<file path="config.mk">
export PLATFORM = sky130hd
export DESIGN_NAME = stop_and_wait_arq_link_unit
export DESIGN_NICKNAME = d
export VERILOG_FILES = /design/src/hdl/swarq_pkg.sv /design/src/hdl/swarq_queue_ram.sv /design/src/hdl/swarq_out_fifo.sv /design/src/hdl/swarq_core.sv /design/src/hdl/stop_and_wait_arq_link_unit.sv
export SDC_FILE = /design/constraint.sdc
export NUM_CORES = 2
export LEC_CHECK = 0
export ABC_AREA = 0
export BUFFER_PORTS_ARGS = -buffer_cell sky130_fd_sc_hd__buf_4
export CORE_ASPECT_RATIO = 0.5
export CORE_MARGIN = 4
export CORE_UTILIZATION = 45
export CTS_BUF_LIST = sky130_fd_sc_hd__clkbuf_16
export CTS_CLUSTER_DIAMETER = 100
export CTS_CLUSTER_SIZE = 12
export DETAILED_ROUTE_END_ITERATION = 6
export PLACE_DENSITY = 0.62
export SLEW_MARGIN = 20
export SYNTH_ARGS = -nofsm -noshare
export SYNTH_HDL_FRONTEND = slang
export SYNTH_SLANG_ARGS = --single-unit
</file>
<file path="constraint.sdc">
create_clock -name clk -period 14.02 [get_ports clk]
set_input_delay 2.804 -clock clk [delete_from_list [all_inputs] [get_ports clk]]
set_output_delay 2.804 -clock clk [all_outputs]
set_load 0.02 [all_outputs]
</file>
<file path="src/hdl/swarq_pkg.sv">
// ----------------------------------------------------------------------------
// swarq_pkg
// Types, codes, defaults and helpers shared by the link unit modules.
// ----------------------------------------------------------------------------
`timescale 1ns / 1ps

package swarq_pkg;

  // Default sizing of the block.
  localparam int DEF_QUEUE_DEPTH  = 16;
  localparam int DEF_BUFFER_BYTES = 2048;
  localparam int DEF_HEADER_BYTES = 8;

  // Input beat layout.
  localparam int IN_TDATA_W = 96;
  localparam int IN_TUSER_W = 2;
  localparam int EV_W       = 4;

  // Length check width, holds payload plus header and the largest buffer.
  localparam int LEN_W = 17;

  // Item kinds carried on the input tuser.
  localparam logic [1:0] ACT_TICK = 2'd0;
  localparam logic [1:0] ACT_SEND = 2'd1;
  localparam logic [1:0] ACT_RECV = 2'd2;

  // Result events.
  localparam logic [3:0] EV_ACCEPTED   = 4'd0;
  localparam logic [3:0] EV_REJECTED   = 4'd1;
  localparam logic [3:0] EV_TRANSMIT   = 4'd2;
  localparam logic [3:0] EV_RETRANSMIT = 4'd3;
  localparam logic [3:0] EV_SEND_ACK   = 4'd4;
  localparam logic [3:0] EV_DELIVER    = 4'd5;
  localparam logic [3:0] EV_CONFIRMED  = 4'd6;
  localparam logic [3:0] EV_DROPPED    = 4'd7;
  localparam logic [3:0] EV_IDLE       = 4'd8;

  // Option bits.
  localparam int OPT_SAFE_BIT      = 0;
  localparam int OPT_DELIVERED_BIT = 1;
  localparam logic [15:0] OPT_DELIVERED = 16'h0002;

  // Configuration register indexes.
  localparam logic [1:0] REG_SEND_INTERVAL  = 2'd0;
  localparam logic [1:0] REG_RETRY_INTERVAL = 2'd1;
  localparam logic [1:0] REG_TIMEOUT_LIMIT  = 2'd2;

  // Configuration reset values.
  localparam logic [15:0] RST_SEND_INTERVAL  = 16'd100;
  localparam logic [15:0] RST_RETRY_INTERVAL = 16'd1000;
  localparam logic [31:0] RST_TIMEOUT_LIMIT  = 32'd60000;

  typedef struct packed {
    logic [15:0] send_interval;
    logic [15:0] retry_interval;
    logic [31:0] timeout_limit;
  } cfg_t;

  typedef struct packed {
    logic [1:0]  action;
    logic [15:0] elapsed;
    logic [11:0] payload_size;
    logic [15:0] option;
    logic [15:0] number;
    logic [31:0] checksum;
  } item_t;

  // Descriptor as stored in the send queue RAM.
  typedef struct packed {
    logic [31:0] checksum;
    logic [15:0] option;
    logic [15:0] seq;
  } desc_t;

  // Result fields decided by the engine before the status is attached.
  typedef struct packed {
    logic [3:0]  ev;
    logic [15:0] seq;
    logic [15:0] option;
    logic [31:0] checksum;
  } res_t;

  // Saturating 32-bit timer advance.
  function automatic logic [31:0] sat_add32(input logic [31:0] a, input logic [15:0] b);
    logic [32:0] s;
    s = {1'b0, a} + {17'b0, b};
    return s[32] ? 32'hFFFF_FFFF : s[31:0];
  endfunction

  function automatic res_t mk_res(input logic [3:0] ev, input logic [15:0] seq,
                                  input logic [15:0] option, input logic [31:0] checksum);
    res_t r;
    r.ev       = ev;
    r.seq      = seq;
    r.option   = option;
    r.checksum = checksum;
    return r;
  endfunction

endpackage

</file>
<file path="src/hdl/swarq_queue_ram.sv">
// ----------------------------------------------------------------------------
// swarq_queue_ram
// Send queue descriptor memory, one write and one registered read port.
// ----------------------------------------------------------------------------
`timescale 1ns / 1ps

module swarq_queue_ram import swarq_pkg::*; #(
  parameter int DEPTH = DEF_QUEUE_DEPTH,
  parameter int WIDTH = 64,
  localparam int AW = $clog2(DEPTH)
) (
  input  logic             clk,
  input  logic             wr_en,
  input  logic [AW-1:0]    wr_addr,
  input  logic [WIDTH-1:0] wr_data,
  input  logic             rd_en,
  input  logic [AW-1:0]    rd_addr,
  output logic [WIDTH-1:0] rd_data
);

  logic [WIDTH-1:0] mem [DEPTH];

  // Write port.
  always_ff @(posedge clk) begin
    if (wr_en) begin
      mem[wr_addr] <= wr_data;
    end
  end

  // Registered read port.
  always_ff @(posedge clk) begin
    if (rd_en) begin
      rd_data <= mem[rd_addr];
    end
  end

endmodule

</file>
<file path="src/hdl/swarq_out_fifo.sv">
// ----------------------------------------------------------------------------
// swarq_out_fifo
// Four-entry result buffer that takes up to two results in one cycle.
// ----------------------------------------------------------------------------
`timescale 1ns / 1ps

module swarq_out_fifo import swarq_pkg::*; #(
  parameter int DATA_W = 70
) (
  input  logic              clk,
  input  logic              rst,
  input  logic              push0,
  input  logic              push1,
  input  logic [DATA_W-1:0] push0_data,
  input  logic [DATA_W-1:0] push1_data,
  output logic              room,
  output logic              out_valid,
  input  logic              out_ready,
  output logic [DATA_W-1:0] out_data
);

  logic [DATA_W-1:0] entries [4];
  logic [1:0]        wr_ptr;
  logic [1:0]        rd_ptr;
  logic [2:0]        count;
  logic              pop;

  assign pop       = out_valid && out_ready;
  assign out_valid = (count != 3'd0);
  assign out_data  = entries[rd_ptr];
  // Room for a full pair of results.
  assign room      = (count <= 3'd2);

  // Entry storage.
  always_ff @(posedge clk) begin
    if (push0) begin
      entries[wr_ptr] <= push0_data;
    end
    if (push1) begin
      entries[wr_ptr + 2'd1] <= push1_data;
    end
  end

  // Pointers and occupancy.
  always_ff @(posedge clk) begin
    if (rst) begin
      wr_ptr <= '0;
      rd_ptr <= '0;
      count  <= '0;
    end else begin
      wr_ptr <= wr_ptr + {1'b0, push0} + {1'b0, push1};
      rd_ptr <= rd_ptr + {1'b0, pop};
      count  <= count + {2'b0, push0} + {2'b0, push1} - {2'b0, pop};
    end
  end

endmodule

</file>
<file path="src/hdl/swarq_core.sv">
// ----------------------------------------------------------------------------
// swarq_core
// Link engine: timers, sequence numbers and queue pointers, with a read of the
// head descriptor in the send queue RAM for every item and a write per accepted send.
// ----------------------------------------------------------------------------
`timescale 1ns / 1ps

module swarq_core import swarq_pkg::*; #(
  parameter int QUEUE_DEPTH  = DEF_QUEUE_DEPTH,
  parameter int BUFFER_BYTES = DEF_BUFFER_BYTES,
  parameter int HEADER_BYTES = DEF_HEADER_BYTES,
  localparam int AW    = $clog2(QUEUE_DEPTH),
  localparam int FW    = $clog2(QUEUE_DEPTH + 1),
  localparam int RES_W = EV_W + 16 + 16 + 32 + 1 + FW + 1
) (
  input  logic             clk,
  input  logic             rst,
  input  cfg_t             cfg,
  input  logic             accept,
  input  item_t            item,
  output logic             busy,
  output logic             ram_rd_en,
  output logic [AW-1:0]    ram_rd_addr,
  input  desc_t            ram_rd_data,
  output logic             ram_wr_en,
  output logic [AW-1:0]    ram_wr_addr,
  output desc_t            ram_wr_data,
  output logic             push0,
  output logic             push1,
  output logic [RES_W-1:0] res0_data,
  output logic [RES_W-1:0] res1_data
);

  // Item held for the update cycle.
  logic        stage_vld;
  item_t       item_q;

  // Link state.
  logic [AW-1:0] queue_head, queue_head_next;
  logic [FW-1:0] queue_fill, queue_fill_next;
  logic [15:0]   next_seq, next_seq_next;
  logic [15:0]   last_recv_seq, last_recv_seq_next;
  logic [15:0]   await_seq, await_seq_next;
  logic [31:0]   await_checksum, await_checksum_next;
  logic [15:0]   pace_timer, pace_timer_next;
  logic [31:0]   retry_timer, retry_timer_next;
  logic [31:0]   idle_timer, idle_timer_next;
  logic          link_up, link_up_next;

  // Update cycle intermediates.
  logic [31:0]   idle_sum;
  logic [31:0]   retry_sum;
  logic [AW-1:0] head_inc;
  logic [AW:0]   enq_sum;
  logic [AW-1:0] enq_addr;
  logic [LEN_W-1:0] len_sum;
  logic          reject;
  logic          pace_hold;
  logic [15:0]   seq_use;
  res_t          res_slot [2];
  logic [1:0]    n_res;

  assign busy        = stage_vld;
  // The head descriptor is fetched as the item comes in.
  assign ram_rd_en   = accept;
  assign ram_rd_addr = queue_head;

  // Address arithmetic and checks.
  always_comb begin
    idle_sum  = sat_add32(idle_timer, item_q.elapsed);
    retry_sum = sat_add32(retry_timer, item_q.elapsed);
    head_inc  = (queue_head == AW'(QUEUE_DEPTH - 1)) ? '0 : AW'(queue_head + 1'b1);
    enq_sum   = (AW+1)'(queue_head) + (AW+1)'(queue_fill);
    enq_addr  = (enq_sum >= (AW+1)'(QUEUE_DEPTH)) ?
                AW'(enq_sum - (AW+1)'(QUEUE_DEPTH)) : AW'(enq_sum);
    len_sum   = LEN_W'(item_q.payload_size) + LEN_W'(HEADER_BYTES);
    reject    = (len_sum > LEN_W'(BUFFER_BYTES)) || (queue_fill >= FW'(QUEUE_DEPTH));
    seq_use   = (next_seq == 16'd0) ? 16'd1 : next_seq;
  end

  // Item processing: next state, queue write and results.
  always_comb begin
    queue_head_next     = queue_head;
    queue_fill_next     = queue_fill;
    next_seq_next       = next_seq;
    last_recv_seq_next  = last_recv_seq;
    await_seq_next      = await_seq;
    await_checksum_next = await_checksum;
    pace_timer_next     = pace_timer;
    retry_timer_next    = retry_timer;
    idle_timer_next     = idle_timer;
    link_up_next        = link_up;
    ram_wr_en           = 1'b0;
    ram_wr_addr         = enq_addr;
    ram_wr_data.seq      = seq_use;
    ram_wr_data.option   = item_q.option;
    ram_wr_data.checksum = item_q.checksum;
    pace_hold           = 1'b0;
    res_slot[0]         = mk_res(EV_IDLE, 16'd0, 16'd0, 32'd0);
    res_slot[1]         = mk_res(EV_IDLE, 16'd0, 16'd0, 32'd0);
    n_res               = 2'd0;

    if (stage_vld) begin
      unique case (item_q.action)
        ACT_TICK: begin
          // Idle timeout drops the link.
          idle_timer_next = idle_sum;
          if (idle_sum > cfg.timeout_limit) begin
            idle_timer_next    = '0;
            link_up_next       = 1'b0;
            res_slot[n_res[0]] = mk_res(EV_DROPPED, 16'd0, 16'd0, 32'd0);
            n_res              = n_res + 2'd1;
          end
          if (await_seq != 16'd0) begin
            // Waiting for an ack: retry timer may resend the head.
            retry_timer_next = retry_sum;
            if (retry_sum > {16'b0, cfg.retry_interval}) begin
              retry_timer_next = '0;
              if (queue_fill != '0) begin
                res_slot[n_res[0]] = mk_res(EV_RETRANSMIT, ram_rd_data.seq,
                                            ram_rd_data.option, ram_rd_data.checksum);
                n_res              = n_res + 2'd1;
              end else begin
                await_seq_next  = '0;
                idle_timer_next = '0;
              end
            end
          end else begin
            // Pacing delay gates the next transmission.
            if ((cfg.send_interval != 16'd0) && (pace_timer != 16'd0)) begin
              if (item_q.elapsed < pace_timer) begin
                pace_timer_next = pace_timer - item_q.elapsed;
                pace_hold       = 1'b1;
              end else begin
                pace_timer_next = '0;
              end
            end
            if (!pace_hold && (queue_fill != '0)) begin
              res_slot[n_res[0]] = mk_res(EV_TRANSMIT, ram_rd_data.seq,
                                          ram_rd_data.option, ram_rd_data.checksum);
              n_res              = n_res + 2'd1;
              if (ram_rd_data.option[OPT_SAFE_BIT]) begin
                await_seq_next      = ram_rd_data.seq;
                await_checksum_next = ram_rd_data.checksum;
              end else begin
                queue_head_next = head_inc;
                queue_fill_next = FW'(queue_fill - 1'b1);
              end
              pace_timer_next = cfg.send_interval;
            end
          end
        end
        ACT_SEND: begin
          if (reject) begin
            res_slot[n_res[0]] = mk_res(EV_REJECTED, 16'd0, item_q.option, item_q.checksum);
            n_res              = n_res + 2'd1;
          end else begin
            next_seq_next      = seq_use + 16'd1;
            ram_wr_en          = 1'b1;
            queue_fill_next    = FW'(queue_fill + 1'b1);
            res_slot[n_res[0]] = mk_res(EV_ACCEPTED, seq_use, item_q.option, item_q.checksum);
            n_res              = n_res + 2'd1;
          end
        end
        ACT_RECV: begin
          idle_timer_next = '0;
          link_up_next    = 1'b1;
          if (item_q.option[OPT_DELIVERED_BIT]) begin
            // Acknowledgement, taken only while waiting and on a full match.
            if ((await_seq != 16'd0) && (item_q.number == await_seq) &&
                (item_q.checksum == await_checksum)) begin
              await_seq_next   = '0;
              retry_timer_next = '0;
              if (queue_fill != '0) begin
                queue_head_next = head_inc;
                queue_fill_next = FW'(queue_fill - 1'b1);
              end
              res_slot[n_res[0]] = mk_res(EV_CONFIRMED, item_q.number,
                                          item_q.option, item_q.checksum);
              n_res              = n_res + 2'd1;
            end
          end else begin
            if (item_q.option[OPT_SAFE_BIT]) begin
              res_slot[n_res[0]] = mk_res(EV_SEND_ACK, item_q.number,
                                          OPT_DELIVERED, item_q.checksum);
              n_res              = n_res + 2'd1;
            end
            // Duplicate numbers are not delivered again.
            if (item_q.number != last_recv_seq) begin
              last_recv_seq_next = item_q.number;
              res_slot[n_res[0]] = mk_res(EV_DELIVER, item_q.number,
                                          item_q.option, item_q.checksum);
              n_res              = n_res + 2'd1;
            end
          end
        end
        default: begin
        end
      endcase
    end

    // Nothing to report gives a single idle result.
    if (n_res == 2'd0) begin
      n_res = 2'd1;
    end
  end

  // Results carry the link status after the item.
  assign push0     = stage_vld;
  assign push1     = stage_vld && (n_res == 2'd2);
  assign res0_data = {(n_res == 2'd1), queue_fill_next, link_up_next, res_slot[0].checksum,
                      res_slot[0].option, res_slot[0].seq, res_slot[0].ev};
  assign res1_data = {1'b1, queue_fill_next, link_up_next, res_slot[1].checksum,
                      res_slot[1].option, res_slot[1].seq, res_slot[1].ev};

  // Item capture.
  always_ff @(posedge clk) begin
    if (accept) begin
      item_q <= item;
    end
  end

  // Control and link state.
  always_ff @(posedge clk) begin
    if (rst) begin
      stage_vld      <= 1'b0;
      queue_head     <= '0;
      queue_fill     <= '0;
      next_seq       <= 16'd1;
      last_recv_seq  <= '0;
      await_seq      <= '0;
      await_checksum <= '0;
      pace_timer     <= '0;
      retry_timer    <= '0;
      idle_timer     <= '0;
      link_up        <= 1'b1;
    end else begin
      stage_vld      <= accept;
      queue_head     <= queue_head_next;
      queue_fill     <= queue_fill_next;
      next_seq       <= next_seq_next;
      last_recv_seq  <= last_recv_seq_next;
      await_seq      <= await_seq_next;
      await_checksum <= await_checksum_next;
      pace_timer     <= pace_timer_next;
      retry_timer    <= retry_timer_next;
      idle_timer     <= idle_timer_next;
      link_up        <= link_up_next;
    end
  end

endmodule

</file>
<file path="src/hdl/stop_and_wait_arq_link_unit.sv">
// ----------------------------------------------------------------------------
// stop_and_wait_arq_link_unit
// Stop-and-wait link controller with a RAM-backed send queue.
//
//   Channel  Dir  Handshake          Contents
//   s_*      in   s_tvalid/s_tready  item: tuser kind, tdata fields
//   m_*      out  m_tvalid/m_tready  result: tuser event, tdata fields, tlast
//   cfg_*    in   cfg_we             register index and write data
//
// For each item the head descriptor is read from the queue RAM; then the
// link state is updated, a sent descriptor written to the RAM and the
// results stored. A new item is taken only once the engine is free and
// the output buffer has room for two results; a stalled output backs up
// after that. Reset clears control state only; the queue RAM is not
// cleared, and a descriptor is used only after it has been written.
// ----------------------------------------------------------------------------
`timescale 1ns / 1ps

module stop_and_wait_arq_link_unit import swarq_pkg::*; #(
  parameter int QUEUE_DEPTH  = DEF_QUEUE_DEPTH,
  parameter int BUFFER_BYTES = DEF_BUFFER_BYTES,
  parameter int HEADER_BYTES = DEF_HEADER_BYTES,
  localparam int FW          = $clog2(QUEUE_DEPTH + 1),
  localparam int OUT_TDATA_W = ((65 + FW + 7) / 8) * 8
) (
  input  logic                   clk,
  input  logic                   rst,
  // Input items.
  input  logic                   s_tvalid,
  output logic                   s_tready,
  // elapsed[15:0], payload_size[27:16], option[43:28], number[59:44],
  // checksum[91:60], zero[95:92]
  input  logic [IN_TDATA_W-1:0]  s_tdata,
  // action[1:0]
  input  logic [IN_TUSER_W-1:0]  s_tuser,
  // Results.
  output logic                   m_tvalid,
  input  logic                   m_tready,
  // seq_number[15:0], packet_option[31:16], packet_checksum[63:32],
  // connected[64], queue_count[64+FW:65], zero above
  output logic [OUT_TDATA_W-1:0] m_tdata,
  // event_res[3:0]
  output logic [EV_W-1:0]        m_tuser,
  output logic                   m_tlast,
  // Configuration writes.
  input  logic                   cfg_we,
  input  logic [1:0]             cfg_index,
  input  logic [31:0]            cfg_data
);

  localparam int AW    = $clog2(QUEUE_DEPTH);
  localparam int RES_W = EV_W + 16 + 16 + 32 + 1 + FW + 1;

  cfg_t             cfg;
  item_t            item;
  logic             accept;
  logic             busy;
  logic             room;
  logic             ram_rd_en;
  logic [AW-1:0]    ram_rd_addr;
  desc_t            ram_rd_data;
  logic             ram_wr_en;
  logic [AW-1:0]    ram_wr_addr;
  desc_t            ram_wr_data;
  logic             push0;
  logic             push1;
  logic [RES_W-1:0] res0_data;
  logic [RES_W-1:0] res1_data;
  logic [RES_W-1:0] out_data;

  // Configuration registers.
  always_ff @(posedge clk) begin
    if (rst) begin
      cfg.send_interval  <= RST_SEND_INTERVAL;
      cfg.retry_interval <= RST_RETRY_INTERVAL;
      cfg.timeout_limit  <= RST_TIMEOUT_LIMIT;
    end else if (cfg_we) begin
      unique case (cfg_index)
        REG_SEND_INTERVAL:  cfg.send_interval  <= cfg_data[15:0];
        REG_RETRY_INTERVAL: cfg.retry_interval <= cfg_data[15:0];
        REG_TIMEOUT_LIMIT:  cfg.timeout_limit  <= cfg_data;
        default: begin
        end
      endcase
    end
  end

  // Input beat unpacking.
  assign item.action       = s_tuser[1:0];
  assign item.elapsed      = s_tdata[15:0];
  assign item.payload_size = s_tdata[27:16];
  assign item.option       = s_tdata[43:28];
  assign item.number       = s_tdata[59:44];
  assign item.checksum     = s_tdata[91:60];

  // Take a beat when the engine is free and results have somewhere to go.
  assign s_tready = !busy && room;
  assign accept   = s_tvalid && s_tready;

  swarq_queue_ram #(
    .DEPTH (QUEUE_DEPTH),
    .WIDTH ($bits(desc_t))
  ) u_ram (
    .clk     (clk),
    .wr_en   (ram_wr_en),
    .wr_addr (ram_wr_addr),
    .wr_data (ram_wr_data),
    .rd_en   (ram_rd_en),
    .rd_addr (ram_rd_addr),
    .rd_data (ram_rd_data)
  );

  swarq_core #(
    .QUEUE_DEPTH  (QUEUE_DEPTH),
    .BUFFER_BYTES (BUFFER_BYTES),
    .HEADER_BYTES (HEADER_BYTES)
  ) u_core (
    .clk         (clk),
    .rst         (rst),
    .cfg         (cfg),
    .accept      (accept),
    .item        (item),
    .busy        (busy),
    .ram_rd_en   (ram_rd_en),
    .ram_rd_addr (ram_rd_addr),
    .ram_rd_data (ram_rd_data),
    .ram_wr_en   (ram_wr_en),
    .ram_wr_addr (ram_wr_addr),
    .ram_wr_data (ram_wr_data),
    .push0       (push0),
    .push1       (push1),
    .res0_data   (res0_data),
    .res1_data   (res1_data)
  );

  swarq_out_fifo #(
    .DATA_W (RES_W)
  ) u_fifo (
    .clk        (clk),
    .rst        (rst),
    .push0      (push0),
    .push1      (push1),
    .push0_data (res0_data),
    .push1_data (res1_data),
    .room       (room),
    .out_valid  (m_tvalid),
    .out_ready  (m_tready),
    .out_data   (out_data)
  );

  // Output beat packing.
  assign m_tuser = out_data[EV_W-1:0];
  assign m_tdata = OUT_TDATA_W'(out_data[RES_W-2:EV_W]);
  assign m_tlast = out_data[RES_W-1];

endmodule

</file>
# Word level (Yosys, flattened, before mapping)
# Memory sizes are Yosys's and may differ from the RTL's. A register that Yosys moved wholly into a read port is not among the register bits.
# Index checks and enable logic that the tools add are counted.
classes:
  addsub: 19
  n_lt_le_gt_ge: 11
  n_eq_ne: 21
  mux: 103
  n_bitwise: 5
  reduce_logical: 35
op_table:
  columns: ["operator", "count"]
  rows:
  - ["$mux 136", 6]
  - ["$mux 68", 12]
  - ["$bwmux 136", 3]
  - ["$mux 32", 10]
  - ["$pmux 68 s3", 1]
  - ["$mux 16", 11]
  - ["$demux 68 s1", 2]
  - ["$pmux 68 s2", 1]
  - ["$pmux 32 s2", 2]
  - ["$add 32x16->33", 2]
  - ["$mux 65", 1]
  - ["$reduce_bool 16->1", 3]
  - ["$mux 5", 8]
  - ["$eq 32x32->1", 1]
  - ["$gt 32x16->1", 1]
  - ["$gt 32x32->1", 1]
  - ["$mux 4", 8]
  - ["$pmux 16 s2", 1]
  - ["$mux 2", 14]
  - ["$mux 1", 19]
  - ["$gt 17x12->1 const B", 1]
  - ["$add 16x1->16 const B", 1]
  - ["$eq 16x16->1", 1]
  - ["$logic_not 16->1", 1]
  - ["43 further kinds", 83]
word_totals:
  register_bits: 336
  ramBits: 1324
  inputBits: 137
  output_inout_bits: 79
  elab_cells: 219
  mem_count: 2
memory_table:
  columns: ["name", "depth", "word_bits", "rd", "rd_ports_with_merged_regs", "write_ports", "line", "source"]
  rows:
  - ["u_ram.mem", 16, 64, 1, 1, 1, "swarq_queue_ram.sv:21", "logic [WIDTH-1:0] mem [DEPTH];"]
  - ["u_fifo.entries", 4, 75, 1, 1, 2, "swarq_out_fifo.sv:22", "logic [DATA_W-1:0] entries [4];"]

# Longest topological paths before layout
depth:
  word_depth: 18
  mapped_depth: 31
  ltp_nobuf: 30

# Cells and area by module
# From an unflattened synthesis, not the netlist that was laid out.
unflattened:
  cells_unflattened: 4673
  area_unflattened_um2: 75608.8
by_module_without_submodules:
  columns: ["mod", "instances", "cells_each", "area_per_inst_um2", "seq_area_each_um2"]
  rows:
  - ["swarq_queue_ram", 1, 1647, 40222.3, 32671.3]
  - ["swarq_core", 1, 1997, 17944.7, 6246.0]
  - ["swarq_out_fifo", 1, 767, 14747.9, 9148.8]
  - ["stop_and_wait_arq_link_unit", 1, 262, 2693.8, 1281.2]

# Worst setup path before layout
# OpenSTA, ideal clock, no wires.
synth_path:
  path_kind: "register to register"
  from: "reg u_core.item_q[76] in the netlist's numbering"
  to: "mem u_fifo.entries[0][0] in the netlist's numbering (enable)"
  setup_time_ns: 0.428
  t_arrival_ns: 7.354
  required_time_ns: 13.592
  path_slack_ns: 6.238
  path_stages_with_launch: 26
  period_less_slack_ns: 7.782
  path_cell_list: "edfxtp_1 -> ha_1 -> fa_1 -> a21o_1 -> a21oi_1 -> o21ai_0 -> a31o_2 -> a31oi_1 -> o21ai_1 -> nand3_1 -> clkbuf_1 -> clkbuf_1 -> nand2_1 -> ha_1 -> nand4_1 -> nor3_1 -> nand2_1 -> or3_1 -> o2bb2ai_1 -> inv_1 -> ha_1 -> nand3_1 -> a31oi_1 -> a2111oi_0 -> nor2_1 -> inv_1"
synth_lines:
  columns: ["item", "line", "source"]
  rows:
  - ["start: declaration", "swarq_core.sv:36", "item_t item_q;"]
  - ["start signal: assignment", "swarq_core.sv:219", "item_q <= item;"]
  - ["end: declaration", "swarq_out_fifo.sv:22", null]

==> PnR_summary.wiki <==
{| class="wikitable"
! Metric !! Value
|-
| Status || finished, violations left
|-
| Failing checks || DRC
|-
| Via total after detailed routing || 42445
|-
| Post-route clock period utilization || 68.08%
|-
| Remaining antenna violation count after routing || 0
|-
| Total global routing track utilization || 23.66%
|-
| Number of placement rows || 103
|-
| Primary flip-flop cell chosen by synthesis mapping || edfxtp_1
|-
| Required time reported for the critical path endpoint || 14.43 ns
|-
| Clock tree from TritonCTS || built
|-
| Max Root-Sink Buffers || 4
|-
| Ant diodes || 0
|-
| Clock buffer count from CTS || 169
|-
| Clock Tree Root || clkbuf_16
|-
| CP endpoint kind || register
|-
| CTS sink cnt || 1724
|-
| Hold Crit Depth || 2
|-
| Die area || 167200 um^2
|-
| Worst R2R Path Depth || 30
|-
| Number of gates resized after cts || 0
|-
| Number of buffers inserted by port buffering || 209
|-
| FMAX || 104.8 MHz
|-
| Fraction of layout instances using a drive strength above 1 || 20.00%
|-
| Critical path class || reg2reg
|-
| Worst vdd ir || 100.7 uV
|-
| Min Tclk post-route || 9.545 ns
|-
| Routed wirelength normalized by instance count || 29.55 um
|-
| Number of warnings issued by yosys || 0
|-
| Die boundary width || 574.4 um
|-
| Final total negative setup slack || 0 ns
|-
| Residual overflow from global routing || 0
|-
| Pre-antenna DRT Iters || 7
|-
| Fin nets || 4867
|-
| Biggest fanout along the worst timing path || 40
|-
| Final number of hold-violating endpoints || 0
|-
| Worst path setup slack after routing || 4.475 ns
|-
| Count of final max-slew check failures || 0
|-
| CP Data Arrival Time || 9.96 ns
|-
| DRT Wirelength || 201000 um
|-
| Lkg Pwr || 26.43 nW
|-
| Placeable core region || 158500 um^2
|-
| Worst Skew || 0.09208 ns
|-
| CTS HTree Levels || 4
|-
| HP Class || reg2reg
|-
| Via count of the first global-routing pass || 42205
|-
| Global-route wire length before repair || 292100 um
|-
| Least-Margin Pin Slew || 1.249 ns
|-
| 1st-iter DRT viols || 5552
|-
| Average size of a mapped cell || 16.43 um^2
|-
| Synth Instances || 4392
|-
| Setup repair after global routing missed its margin || false
|-
| Clock-pin slew on the worst setup and hold paths || 0.06 ns
|-
| Routability cong. || 0.9039
|-
| Relative slew margins || 16.55%
|-
| Count of state elements after synthesis || 1724
|-
| Setup slack at placement || 4.515 ns
|-
| Number of vias per cell || 6.238
|-
| Number of placed I/O pins || 216
|-
| Area grow syn2layout || 12.13%
|-
| Number of synthesized flops with an enable pin || 1478
|-
| Syn Std Cell Area || 72170 um^2
|-
| Areal power density over the cells || 141.3 nW/um^2
|-
| Clock latency on the worst-skew pair || 0.82 ns
|-
| Largest stage delay on the critical path || 0.85 ns
|-
| DRC violations left || 35
|-
| Share of synthesized area occupied by flip-flops and latches || 68.32%
|-
| Most common cell after layout, fill and taps aside || edfxtp_1
|-
| Fraction of registers with async set or reset after synthesis || 0%
|-
| Utilization after layout || 51.05%
|-
| Largest net degree at the start of global routing || 93
|-
| Hold buffer count at cts || 0
|-
| Setup violation total in the final timing report || 0
|-
| Sum of net half-perimeters after detailed placement || 117500 um
|-
| Worst path slowest cell || clkinv_2
|-
| Critical path launch point type || register
|-
| Number of buffers added for setup after CTS || 0
|-
| Most frequent cells in the layout || edfxtp_1, mux4_2, nand2_1
|-
| Antenna violations before repair || 3
|-
| Die height || 291.2 um
|-
| Initial Util || 45.53%
|-
| Maximum Capacitance Violations || 0
|-
| Cell variety after synth || 87
|-
| Post-layout power || 11.43 mW
|-
| Final worst hold slack || 0.4566 ns
|}
[cells by family (layout without fill, tap and decap cells)]
logic type / count (synthesis) / after routing / synth area share (%)
simple gates: 834 / 834 / 5.274
other cells: 1 / 2 / 0.005196
xor+xnor: 131 / 131 / 1.590
fa+ha+maj: 123 / 123 / 2.205
buf+inv: 369 / 680 / 2.086
flops: 1724 / 1724 / 68.32
mux: 426 / 426 / 12.77
compound gates: 784 / 784 / 7.751
[layout make-up]
class	instances	area [um^2]
clock inverters	99	452.9
clock buffers	169	4229
flip-flops and latches	1724	49330
well taps	2100	2628
fillers	12946	77590
inverters	110	417.9
repair buffers	302	2300
multi-input cells	2300	21570
[synth_stat cells, types with 5 or more instances]
cell / number / area, um^2
a21oi_1: 166 / 830.8
mux2i_1: 27 / 270.3
o22ai_1: 88 / 550.5
a21o_1: 27 / 202.7
mux4_2: 395 / 8896
o211ai_1: 26 / 195.2
o21ai_0: 63 / 315.3
o2bb2ai_1: 6 / 52.55
a22o_1: 203 / 1778
or3_1: 7 / 43.79
fa_1: 7 / 140.1
edfxtp_1: 1478 / 44380
nor2_1: 217 / 814.5
and4_1: 6 / 52.55
o21ai_1: 8 / 40.04
xnor2_1: 42 / 367.9
buf_2: 18 / 90.09
a222oi_1: 17 / 170.2
nor4_1: 37 / 231.5
xor2_1: 89 / 779.5
nand3_1: 52 / 260.3
dfxtp_1: 246 / 4925
inv_1: 107 / 401.6
a31oi_1: 12 / 75.07
and3_1: 41 / 256.5
a211o_1: 6 / 52.55
buf_4: 6 / 45.04
buf_6: 10 / 112.6
o21a_1: 12 / 90.09
a211oi_1: 28 / 210.2
o21bai_1: 5 / 37.54
nand4_1: 32 / 200.2
nand2_1: 339 / 1272
buf_1: 31 / 116.4
ha_1: 116 / 1451
and2_1: 13 / 81.33
nand2b_1: 11 / 68.82
clkbuf_1: 194 / 728.2
or2_2: 5 / 31.28
nor3_1: 33 / 165.2
nor2b_1: 18 / 112.6
a22oi_1: 63 / 473.0
[stage by stage]
step	cell area (um^2)	std cells
final	80930	6804
after detailed placement	76240	6536
after global placement	76230	6535
after floorplan	72170	4393
after CTS	80920	6804
after global routing	80930	6804
[sequential cells by signal (all words and copies together) (netlist names), 2 cells and up]
signal,cells
u_ram.mem,1024
u_core.next_seq,16
u_core.idle_timer,32
u_core.item_q,46
u_core.await_checksum,32
u_fifo.entries,300
u_core.retry_timer,32
u_core.queue_fill,5
u_core.ram_wr_data,48
u_fifo.count,3
u_ram.rd_data,64
u_fifo.rd_ptr,2
u_core.await_seq,16
u_core.last_recv_seq,16
u_fifo.wr_ptr,2
u_core.ram_rd_addr,4
cfg,64
u_core.pace_timer,16
[where the power goes]
| group | internal (mW) | switching (mW) |
|---|---|---|
| Clock | 2.18 | 1.87 |
| Combinational | 0.444 | 0.748 |
| Sequential | 5.86 | 0.328 |
[per-layer routing]
metal  wire length, um  GRT usage, %
met1             83740         33.87
met2             93860         37.27
met3             18320         4.955
met4              5129         5.886
met5                 0             0
[path summary, 6_finish.rpt]
| path | startpoint | endpoint | slack (ns) |
|---|---|---|---|
| setup / recovery | u_core.item_q[76] | u_fifo.entries[2][33] | 4.47 |
| hold / removal | cfg[27] | cfg[27] | 0.46 |
| setup reg to reg | u_core.item_q[76] | u_fifo.entries[2][33] | 4.47 |
| hold reg to reg | cfg[27] | cfg[27] | 0.46 |
[worst max-delay path, delay by kind of cell, from the launching register on]
family	cells	cell delay, ns
AO/OA/AOI/OAI	12	3.41
adder cells (fa/ha/maj)	4	1.16
buffers and inverters	5	2.37
flip-flops	1	0.49
multiplexers	1	0.28
AND/OR/NAND/NOR	8	1.38
Note: power is estimated with default switching activity, not from simulation.
